## src/rtl/core/btp_pkg.sv

```systemverilog
// Shared types and constants for the basic timer peripheral.
// Depends on nothing; imported by every module of the block.
`timescale 1ns / 1ps
`default_nettype none

package btp_pkg;

    localparam logic [31:0] LOW16       = 32'h0000_FFFF;
    localparam logic [11:0] LAST_OFFSET = 12'h050;
    localparam logic [11:0] ALIGN_MASK  = 12'h003;

    localparam int REG_WORDS = 21;
    localparam int DEC_WORDS = int'(LAST_OFFSET[11:2]) + 1;
    localparam int IDX_W     = $clog2((REG_WORDS > DEC_WORDS) ? REG_WORDS : DEC_WORDS);

    localparam logic [IDX_W-1:0] W_CTRL   = IDX_W'(0);
    localparam logic [IDX_W-1:0] W_IE     = IDX_W'(3);
    localparam logic [IDX_W-1:0] W_STATUS = IDX_W'(4);
    localparam logic [IDX_W-1:0] W_EVENT  = IDX_W'(5);
    localparam logic [IDX_W-1:0] W_COUNT  = IDX_W'(9);
    localparam logic [IDX_W-1:0] W_PRESC  = IDX_W'(10);
    localparam logic [IDX_W-1:0] W_RELOAD = IDX_W'(11);

    localparam logic [1:0] ACT_READ  = 2'd0;
    localparam logic [1:0] ACT_WRITE = 2'd1;
    localparam logic [1:0] ACT_TICK  = 2'd2;

    localparam logic [2:0] SIZE_HALF = 3'd2;
    localparam logic [2:0] SIZE_WORD = 3'd4;

    typedef struct packed {
        logic [1:0]  action;
        logic [11:0] byte_offset;
        logic [2:0]  access_size;
        logic [31:0] write_data;
        logic [7:0]  tick_count;
        logic        clock_on;
    } t_in;

    typedef struct packed {
        logic [31:0] read_data;
        logic        access_ok;
        logic        update_request;
    } t_out;

    typedef enum logic [1:0] {
        ST_IDLE,
        ST_EXEC,
        ST_RESP
    } t_state;

    typedef struct packed {
        logic load;
        logic tick;
        logic finish;
    } t_cmd;

    typedef struct packed {
        logic tick_go;
        logic ticks_zero;
    } t_sts;

endpackage

`default_nettype wire

```

## src/rtl/core/basic_timer_peripheral.sv

```systemverilog
// Basic timer peripheral top level: prescaler, auto-reload counter, 21 word registers.
// Bus access: accepted on start; execute state, then the result strobe in response state.
// Tick batch with the counter running: tick_count timer cycles, one timer cycle per clock
// through the single prescaler/counter update path; otherwise no timer cycles run.
// busy stays high until the result strobe; the receiver cannot stall the result.
// Synchronous active-low reset clears the registers (reload word 0xFFFF) and prescaler.
`timescale 1ns / 1ps
`default_nettype none

module basic_timer_peripheral
    import btp_pkg::*;
(
    input  wire  i_clk,
    input  wire  i_rst_n,
    input  wire  start,
    output logic busy,
    input  t_in  i_item,
    output t_out o_result,
    output logic o_strobe
);

    t_cmd w_cmd;
    t_sts w_sts;

    btp_ctrl u_ctrl (
        .i_clk    (i_clk),
        .i_rst_n  (i_rst_n),
        .start    (start),
        .i_sts    (w_sts),
        .o_cmd    (w_cmd),
        .busy     (busy),
        .o_strobe (o_strobe)
    );

    btp_dp u_dp (
        .i_clk    (i_clk),
        .i_rst_n  (i_rst_n),
        .i_cmd    (w_cmd),
        .i_item   (i_item),
        .o_sts    (w_sts),
        .o_result (o_result)
    );

endmodule

`default_nettype wire

```

## src/rtl/core/btp_ctrl.sv

```systemverilog
// Controller state machine: accept a beat, run the tick loop, present the result.
// Depends on btp_pkg; drives btp_dp through t_cmd and watches t_sts.
`timescale 1ns / 1ps
`default_nettype none

module btp_ctrl
    import btp_pkg::*;
(
    input  wire  i_clk,
    input  wire  i_rst_n,
    input  wire  start,
    input  t_sts i_sts,
    output t_cmd o_cmd,
    output logic busy,
    output logic o_strobe
);

    t_state r_state;
    t_state n_state;

    always_ff @(posedge i_clk) begin
        if (!i_rst_n) begin
            r_state <= ST_IDLE;
        end else begin
            r_state <= n_state;
        end
    end

    always_comb begin
        n_state  = r_state;
        o_cmd    = '0;
        busy     = 1'b1;
        o_strobe = 1'b0;
        case (r_state)
            ST_IDLE: begin
                busy = 1'b0;
                if (start) begin
                    o_cmd.load = 1'b1;
                    n_state    = ST_EXEC;
                end
            end
            ST_EXEC: begin
                if (i_sts.tick_go && !i_sts.ticks_zero) begin
                    o_cmd.tick = 1'b1;
                end else begin
                    o_cmd.finish = 1'b1;
                    n_state      = ST_RESP;
                end
            end
            ST_RESP: begin
                o_strobe = 1'b1;
                n_state  = ST_IDLE;
            end
            default: begin
                n_state = ST_IDLE;
            end
        endcase
    end

    assert property (@(posedge i_clk) disable iff (!i_rst_n)
        r_state == ST_RESP |=> r_state == ST_IDLE)
        else $error("result not followed by idle");

    assert property (@(posedge i_clk) disable iff (!i_rst_n)
        o_cmd.load |=> r_state == ST_EXEC)
        else $error("accepted beat did not enter execution");

    assert property (@(posedge i_clk) disable iff (!i_rst_n)
        o_strobe |=> !o_strobe)
        else $error("result strobe longer than one cycle");

endmodule

`default_nettype wire

```

## src/rtl/core/btp_dp.sv

```systemverilog
// Datapath: register file, prescaler, counter update and result register.
// Depends on btp_pkg; commanded by btp_ctrl through t_cmd.
`timescale 1ns / 1ps
`default_nettype none

module btp_dp
    import btp_pkg::*;
(
    input  wire  i_clk,
    input  wire  i_rst_n,
    input  t_cmd i_cmd,
    input  t_in  i_item,
    output t_sts o_sts,
    output t_out o_result
);

    t_in         r_item;
    t_in         n_item;
    logic [7:0]  r_ticks;
    logic [7:0]  n_ticks;
    logic [31:0] r_rf [REG_WORDS];
    logic [31:0] n_rf [REG_WORDS];
    logic [16:0] r_psc;
    logic [16:0] n_psc;
    logic        r_req;
    logic        n_req;
    t_out        r_out;
    t_out        n_out;

    logic [IDX_W-1:0] w_idx;
    logic             w_in_range;
    logic             w_valid;
    logic             w_half;
    logic [31:0]      w_rd;
    logic [16:0]      w_psc_inc;

    assign w_idx      = r_item.byte_offset[IDX_W+1:2];
    assign w_in_range = {1'b0, w_idx} < (IDX_W + 1)'(REG_WORDS);
    assign w_half     = r_item.access_size == SIZE_HALF;
    assign w_valid    = (w_half || r_item.access_size == SIZE_WORD)
                        && ((r_item.byte_offset & ALIGN_MASK) == 12'd0)
                        && (r_item.byte_offset <= LAST_OFFSET);
    assign w_rd       = (r_item.clock_on && w_in_range) ? r_rf[w_idx] : 32'd0;
    assign w_psc_inc  = r_psc + 17'd1;

    assign o_sts.tick_go    = r_item.clock_on && (r_item.action == ACT_TICK)
                              && r_rf[W_CTRL][0];
    assign o_sts.ticks_zero = r_ticks == 8'd0;
    assign o_result         = r_out;

    always_comb begin
        n_item  = r_item;
        n_ticks = r_ticks;
        n_rf    = r_rf;
        n_psc   = r_psc;
        n_req   = r_req;
        n_out   = r_out;

        if (i_cmd.load) begin
            n_item  = i_item;
            n_ticks = i_item.tick_count;
            n_req   = 1'b0;
        end

        if (i_cmd.tick) begin
            n_ticks = r_ticks - 8'd1;
            if (w_psc_inc > {1'b0, r_rf[W_PRESC][15:0]}) begin
                n_psc = 17'd0;
                if (r_rf[W_COUNT] >= {16'd0, r_rf[W_RELOAD][15:0]}) begin
                    n_rf[W_COUNT]     = 32'd0;
                    n_rf[W_STATUS][0] = 1'b1;
                    if (r_rf[W_IE][0]) begin
                        n_req = 1'b1;
                    end
                end else begin
                    n_rf[W_COUNT] = r_rf[W_COUNT] + 32'd1;
                end
            end else begin
                n_psc = w_psc_inc;
            end
        end

        if (i_cmd.finish) begin
            n_out = '0;
            case (r_item.action)
                ACT_READ: begin
                    if (w_valid) begin
                        n_out.access_ok = 1'b1;
                        n_out.read_data = w_half ? (w_rd & LOW16) : w_rd;
                    end
                end
                ACT_WRITE: begin
                    if (w_valid) begin
                        n_out.access_ok = 1'b1;
                        if (r_item.clock_on && w_in_range) begin
                            if (w_idx == W_STATUS) begin
                                n_rf[W_STATUS] = r_rf[W_STATUS] & r_item.write_data;
                            end else if (w_idx == W_EVENT) begin
                                n_rf[W_EVENT] = r_item.write_data;
                                if (r_item.write_data[0]) begin
                                    n_rf[W_COUNT]     = 32'd0;
                                    n_psc             = 17'd0;
                                    n_rf[W_STATUS][0] = 1'b1;
                                end
                            end else begin
                                n_rf[w_idx] = w_half ? (r_item.write_data & LOW16)
                                                     : r_item.write_data;
                            end
                        end
                    end
                end
                ACT_TICK: begin
                    n_out.access_ok      = 1'b1;
                    n_out.update_request = r_req;
                end
                default: begin
                    n_out = '0;
                end
            endcase
        end
    end

    always_ff @(posedge i_clk) begin
        r_item  <= n_item;
        r_ticks <= n_ticks;
        r_out   <= n_out;
        if (!i_rst_n) begin
            for (int i = 0; i < REG_WORDS; i++) begin
                r_rf[i] <= 32'd0;
            end
            r_rf[W_RELOAD] <= LOW16;
            r_psc          <= 17'd0;
            r_req          <= 1'b0;
        end else begin
            r_rf  <= n_rf;
            r_psc <= n_psc;
            r_req <= n_req;
        end
    end

    assert property (@(posedge i_clk) disable iff (!i_rst_n)
        i_cmd.finish && !w_valid && (r_item.action == ACT_READ
            || r_item.action == ACT_WRITE) |=> !r_out.access_ok)
        else $error("bus error not reported");

    assert property (@(posedge i_clk) disable iff (!i_rst_n)
        i_cmd.finish && r_item.action != ACT_TICK |=> !r_out.update_request)
        else $error("update request on a bus beat");

    assert property (@(posedge i_clk) disable iff (!i_rst_n)
        i_cmd.tick |-> o_sts.tick_go && !o_sts.ticks_zero)
        else $error("tick issued without a running batch");

endmodule

`default_nettype wire
```

## config.mk

```make
export PLATFORM = sky130hd
export DESIGN_NAME = basic_timer_peripheral
export DESIGN_NICKNAME = d
export VERILOG_FILES = /design/src/rtl/core/btp_pkg.sv /design/src/rtl/core/basic_timer_peripheral.sv /design/src/rtl/core/btp_ctrl.sv /design/src/rtl/core/btp_dp.sv
export SDC_FILE = /design/constraint.sdc
export NUM_CORES = 2
export LEC_CHECK = 0
export BUFFER_PORTS_ARGS = -buffer_cell sky130_fd_sc_hd__buf_2
export CAP_MARGIN = 25
export CORE_ASPECT_RATIO = 2
export CORE_MARGIN = 2
export CORE_UTILIZATION = 43
export CTS_CLUSTER_SIZE = 16
export DETAILED_ROUTE_END_ITERATION = 7
export SLEW_MARGIN = 15
export SYNTH_ARGS = -nofsm -noshare
export SYNTH_HDL_FRONTEND = slang
export SYNTH_HIERARCHICAL = 1
export SYNTH_SLANG_ARGS = --single-unit
```

## constraint.sdc

```tcl
create_clock -name i_clk -period 11.2 [get_ports i_clk]
set_input_delay 2.8 -clock i_clk [delete_from_list [all_inputs] [get_ports i_clk]]
set_output_delay 2.8 -clock i_clk [all_outputs]
set_load 0.02 [all_outputs]
```

# ---- Word-level counts from Yosys, hierarchy flattened
# Index checks and enable logic that the tools add are counted.
dict set report word_totals {
  regBits 784
  in_bits 61
  output_inout_bits 36
  word_cells 138
}
dict set report classes {
  add_sub_neg 3
  order_cmp 6
  eq_ne 11
  mux 56
  bitwise 7
  n_reduce_logical 20
}
# cell count
set op_table {}
lappend op_table {{513-bit two-way mux} 4}
lappend op_table {{672-bit bitwise mux} 1}
lappend op_table {{512-bit two-way mux} 1}
lappend op_table {{352-bit two-way mux} 1}
lappend op_table {{32-bit two-way mux} 10}
lappend op_table {{32-bit binary-select mux with 5-bit select} 1}
lappend op_table {{32-bit demux with 5-bit select} 1}
lappend op_table {{17-bit two-way mux} 9}
lappend op_table {{96-bit two-way mux} 1}
lappend op_table {{33-bit two-way mux} 1}
lappend op_table {{32-bit by 1-bit adder with 32-bit output, second input constant} 1}
lappend op_table {{32-bit bitwise AND} 1}
lappend op_table {{32-bit by 16-bit >= comparator with 1-bit output} 1}
lappend op_table {{31-bit two-way mux} 1}
lappend op_table {{17-bit by 1-bit adder with 17-bit output, second input constant} 1}
lappend op_table {{17-bit by 16-bit > comparator with 1-bit output} 1}
lappend op_table {{1-bit two-way mux} 17}
lappend op_table {{16-bit two-way mux} 1}
lappend op_table {{8-bit two-way mux} 2}
lappend op_table {{12-bit by 7-bit <= comparator with 1-bit output, second input constant} 1}
lappend op_table {{12-bit logical NOT} 1}
lappend op_table {{5-bit by 3-bit equality test with 1-bit output, second input constant} 2}
lappend op_table {{5-bit AND reduction} 2}
lappend op_table {{8-bit logical NOT} 1}
lappend op_table {{other kinds (23)} 40}

# ---- Depth between registers and ports, before layout
dict set report logic_depth {
  ltp_word 14
  depth_mapped 15
  mapped_depth_nobuf 14
}

# ---- Cells and area by module
# The synthesis kept the hierarchy.
# mod instances cells_each area_each_um2 seq_area_each_um2
set modules_own_cells {}
lappend modules_own_cells {btp_dp 1 3764 35437.7 16575.9}
lappend modules_own_cells {btp_ctrl 1 14 137.6 40.0}

# ---- Least setup slack after synthesis
# Ideal clock, no wire load.
dict set report synth_timing {
  path_kind {flip-flop to flip-flop}
  start {register u_dp.r_ticks[4]}
  end {register u_dp/r_rf[106] (netlist bit)}
  setup_ns 0.076
  t_arrival_ns 5.960
  required_time_ns 11.124
  setup_slack_ns 5.164
  path_stages_with_launch 12
  n_path_buf 1
  period_less_slack_ns 6.036
  cell_sequence {edfxtp_1 -> or4_1 -> nor4b_1 -> nor2b_4 -> nor3b_1 -> nand3_1 -> nor3b_2 -> nand3_1 -> nor2_1 -> clkbuf_1 -> nand2_1 -> a21boi_0}
}
# element line_no
set synth_rtl {}
lappend synth_rtl {{start: declaration} btp_dp.sv:19} ;# logic [7:0] r_ticks;
lappend synth_rtl {{start signal: assignment} btp_dp.sv:125} ;# r_ticks <= n_ticks;
lappend synth_rtl {{end signal: assignment} btp_dp.sv:135} ;# r_rf <= n_rf;
lappend synth_rtl {{end: declaration} btp_dp.sv:21} ;# logic [31:0] r_rf [REG_WORDS];

==> impl_summary.txt <==
----------------------------------------------------
[Synthesis]
  Flops & latches, synth ... 784
  Syn avg cell area ... 9.42 um^2
  Post-Synth Simple-Gate Area ... 18.4%
  Synth area leaders ... sky130_fd_sc_hd__dfxtp_1 (39%), sky130_fd_sc_hd__nand2_1 (12%), sky130_fd_sc_hd__mux4_2 (12%)
  Cells after synthesis ... 3,778
  Count of flip-flops with a built-in enable after synthesis ... 92
  Yosys top cell by area ... sky130_fd_sc_hd__dfxtp_1
  Most frequent cell after synthesis ... sky130_fd_sc_hd__nand2_1
  Synth async-reset ratio ... 0%
  Mux contribution to synthesized area ... 11.8%
  Main combinational cell family by area after synthesis ... simple AND/OR/NAND/NOR gates
  Compound-gate portion of the synthesized area ... 17.0%
  Area share of fa/ha/maj cells after synthesis ... 1.27%
  Total of warnings raised by yosys ... 6
  Cell area after technology mapping ... 0.0356 mm^2
  Area share of xor/xnor cells in the synthesized design ... 0.492%
  Primary FF master, synth ... sky130_fd_sc_hd__dfxtp_1
  Net Count, Synth ... 3,875
  Post-synth top cells ... sky130_fd_sc_hd__nand2_1 (1,177), sky130_fd_sc_hd__dfxtp_1 (692), sky130_fd_sc_hd__a21boi_0 (448)
  Portion of the post-synthesis area used by sequential elements ... 46.7%
  Portion of synthesized cell area occupied by the leading cell type ... 38.9%
  Count of unique library cells instantiated by Yosys ... 85

[Placement]
  Final HPWL DP ... 78.2 mm
  Port Buffer Count ... 96
  Gpl congestion ... 0.933
  Placed Area ... 0.0368 mm^2

[STA]
  Worst slew margin relative to its limit ... 12.2%
  Setup total negative slack ... 0 ps
  Worst Tran Pin Value ... 1320 ps
  Final-report hold violation count ... 0
  Maximum operating frequency ... 178 MHz
  Final max-slew violation count ... 0
  Post-route minimum period ... 5600 ps
  Setup-violating endpoint count in the final report ... 0
  Unrepaired setup endpoints after global routing ... no
  Period Utilization, post-route ... 50.0%
  Post-Route Skew ... 32.1 ps

[Critical path]
  Ordered list of cells on the worst path ... or4_1 -> nor4b_1 -> nor2b_4 -> nor3b_2 -> buf_4 -> nand3_1 -> and3b_1 -> nand3b_1 -> nor2_2 -> buf_4 -> nand2_1 -> a21boi_0
  Cell with the biggest individual delay on the critical path ... sky130_fd_sc_hd__nor2_2
  Worst Path Max Fanout ... 35
  Buf+Inv Stages, Crit Path ... 2
  CP most frequent cell ... sky130_fd_sc_hd__buf_4
  Maximum single-stage delay on the critical path ... 810 ps
  Data required time at the worst endpoint ... 11,770 ps
  CP Class ... reg -> reg
  Nature of the critical path endpoint ... flop
  CP delay by family, top ... simple AND/OR/NAND/NOR gates
  Kind of start point of the critical path ... flop
  Endpoint arrival time on the critical path ... 6180 ps

[Clock network]
  TritonCTS clock tree ... done
  Deepest level of the CTS H-tree ... 3
  Resized Gates After CTS ... 0
  Maximum clock path buffer count ... 3
  Later-pin clock latency in the skew report ... 670 ps
  Clock slew at reported path FFs ... 60 ps
  Setup Buffers After CTS ... 0
  Post-cts hold buffer count ... 0
  Total CTS buffers ... 73
  Buffer cell driving the clock tree root ... sky130_fd_sc_hd__clkbuf_16
  Clock Sink Count ... 784

[Global route]
  Initial antenna violation count ... 1
  Via count of the first global-routing pass ... 27,473
  Gr ovfl total ... 0
  First-pass GRT wire length ... 182 mm
  Pin count of the biggest net entering global routing ... 116
  Overall fraction of global-route tracks in use ... 28.7%

[Pwr]
  Leakage power summed over all cells ... 13.5 nW
  Power density of the placed cells ... 147 mW/mm^2
  Total power of the final layout ... 5.79 mW
  Psw ... 1.37 mW
  Worst supply voltage drop on vdd ... 0.000109 V
  Net switching fraction of the power ... 23.6%
  Sequential fraction of design power ... 50.1%
  Cell-internal power ... 4.42 mW
  Comb pwr share ... 4.8%
  Clock group share of total power ... 45.1%

[Detailed routing]
  Total via count in the routed design ... 28,057
  Drt drc ... 0
  Final antenna-violating net count ... 0
  Routed length per placed instance ... 25.6 um
  Uppermost layer routed ... met4
  Number of optimization iterations in the first detailed-route pass ... 6
  Met3 Routed Length ... 7.17 mm
  Wire length after detailed routing ... 124 mm
  DR vias/cell ... 5.81
  Number of DRC markers after the initial detailed-route iteration ... 2,863
  WL met2 ... 61.5 mm
  Wire length on met1 ... 44.1 mm

[Final layout]
  Proportion of layout cells with a drive suffix above 1 ... 14.0%
  Final cell area excluding filler cells ... 0.0393 mm^2
  Synthesis-to-layout area growth ... 10.5%
  Number of diodes ... 0
  Post-layout nets ... 3,812

[Die]
  Die area ... 0.0852 mm^2
  Die boundary width ... 207 um
  Number of top-level design ports ... 97
  Y dimension of the die ... 411 um
  Initial core utilization ... 43.3%
  Row cnt ... 149
  Area of the placeable core ... 0.0822 mm^2

[Status]
  Outcome ... finished, final reports clean

[Min path]
  Path type of the worst min-delay path ... reg -> reg

[Job]
  Max cap viols ... 0

----------------------------------------------------
## per-stage QoR
step | hold WS, ps | util (%) | cells | setup WS, ps
floorplan | 427 | - | 3778 | 5160
global placement | 430 | 44.7 | 4690 | 5260
detailed placement | 438 | 44.8 | 4696 | 5210
CTS | 447 | 47.8 | 4829 | 5560
global route | 459 | 47.8 | 4830 | 5290
finish | 445 | 47.8 | 4830 | 5600
## flip-flops by register name (all words and copies together), names as in the netlist
name,flops
u_ctrl/r_state,2
u_dp/o_result,34
u_dp/r_item,50
u_dp/r_psc,17
u_dp/r_req,1
u_dp/r_rf,672
u_dp/r_ticks,8
## path summary, 6_finish.rpt
check | from | endpoint | slack [ps] | cells after the start
max reg2reg | u_dp/r_ticks[4]$_DFFE_PP_ | u_dp/r_rf[338]$_SDFFE_PN0P_ | 5600 | 12
min | u_dp/r_rf[543]$_SDFFE_PN0P_ | u_dp/r_rf[543]$_SDFFE_PN0P_ | 450 | 1
min reg2reg | u_dp/r_rf[543]$_SDFFE_PN0P_ | u_dp/r_rf[543]$_SDFFE_PN0P_ | 450 | 1
max | u_dp/r_ticks[4]$_DFFE_PP_ | u_dp/r_rf[338]$_SDFFE_PN0P_ | 5600 | 12
## power groups by stage
stage | clock (mW) | sequential [mW] | combinational (mW)
after global routing | 2.75 | 2.90 | 0.291
after CTS | 2.65 | 2.90 | 0.276
final | 2.61 | 2.90 | 0.278
after global placement | 0 | 2.97 | 0.271
after detailed placement | 0 | 2.96 | 0.275
after floorplan | 0 | 2.94 | 0.182
## cells in the final DEF (no fill, tap or decap), drive strengths merged, types with 29 or more instances in the layout
| cell | netlist | final |
|---|---|---|
| nor2 | 93 | 93 |
| nand3 | 31 | 31 |
| nand2 | 1177 | 1177 |
| edfxtp | 92 | 92 |
| inv | 43 | 46 |
| o211a | 31 | 31 |
| a21oi | 32 | 32 |
| dfxtp | 692 | 692 |
| buf | 87 | 182 |
| a21boi | 494 | 494 |
| and2 | 120 | 120 |
| a31oi | 31 | 31 |
| a22oi | 29 | 29 |
| clkbuf | 233 | 115 |
| o21ai | 140 | 140 |
| mux4 | 182 | 182 |
| ha | 36 | 36 |
## cells by family (layout without fill, tap and decap cells)
| group | after synthesis | count (layout) |
|---|---|---|
| and+or+nand+nor | 1537 | 1537 |
| muxes | 190 | 190 |
| AOI/OAI and AO/OA | 847 | 847 |
| DFF | 784 | 784 |
| adders and majority gates | 36 | 36 |
| buffers and inverters | 364 | 359 |
| xor gates and xnor gates | 20 | 20 |
## metal layers
layer / track usage (%) / vias up
met5: 0 / -
met4: 22.1 / 0
met3: 4.75 / 370
met2: 49.9 / 1005
met1: 31.1 / 13767
li1: - / 12915
## cell type report
cell class	instances	area, um^2
Inverter	44	165
Sequential cell	784	16600
Fill cell	7682	42900
Clock buffer	115	2270
Clock inverter	18	180
Tap cell	1057	1320
Timing Repair Buffer	182	1210
Multi-Input combinational cell	2630	17500
(Power assumes the default switching activity.)
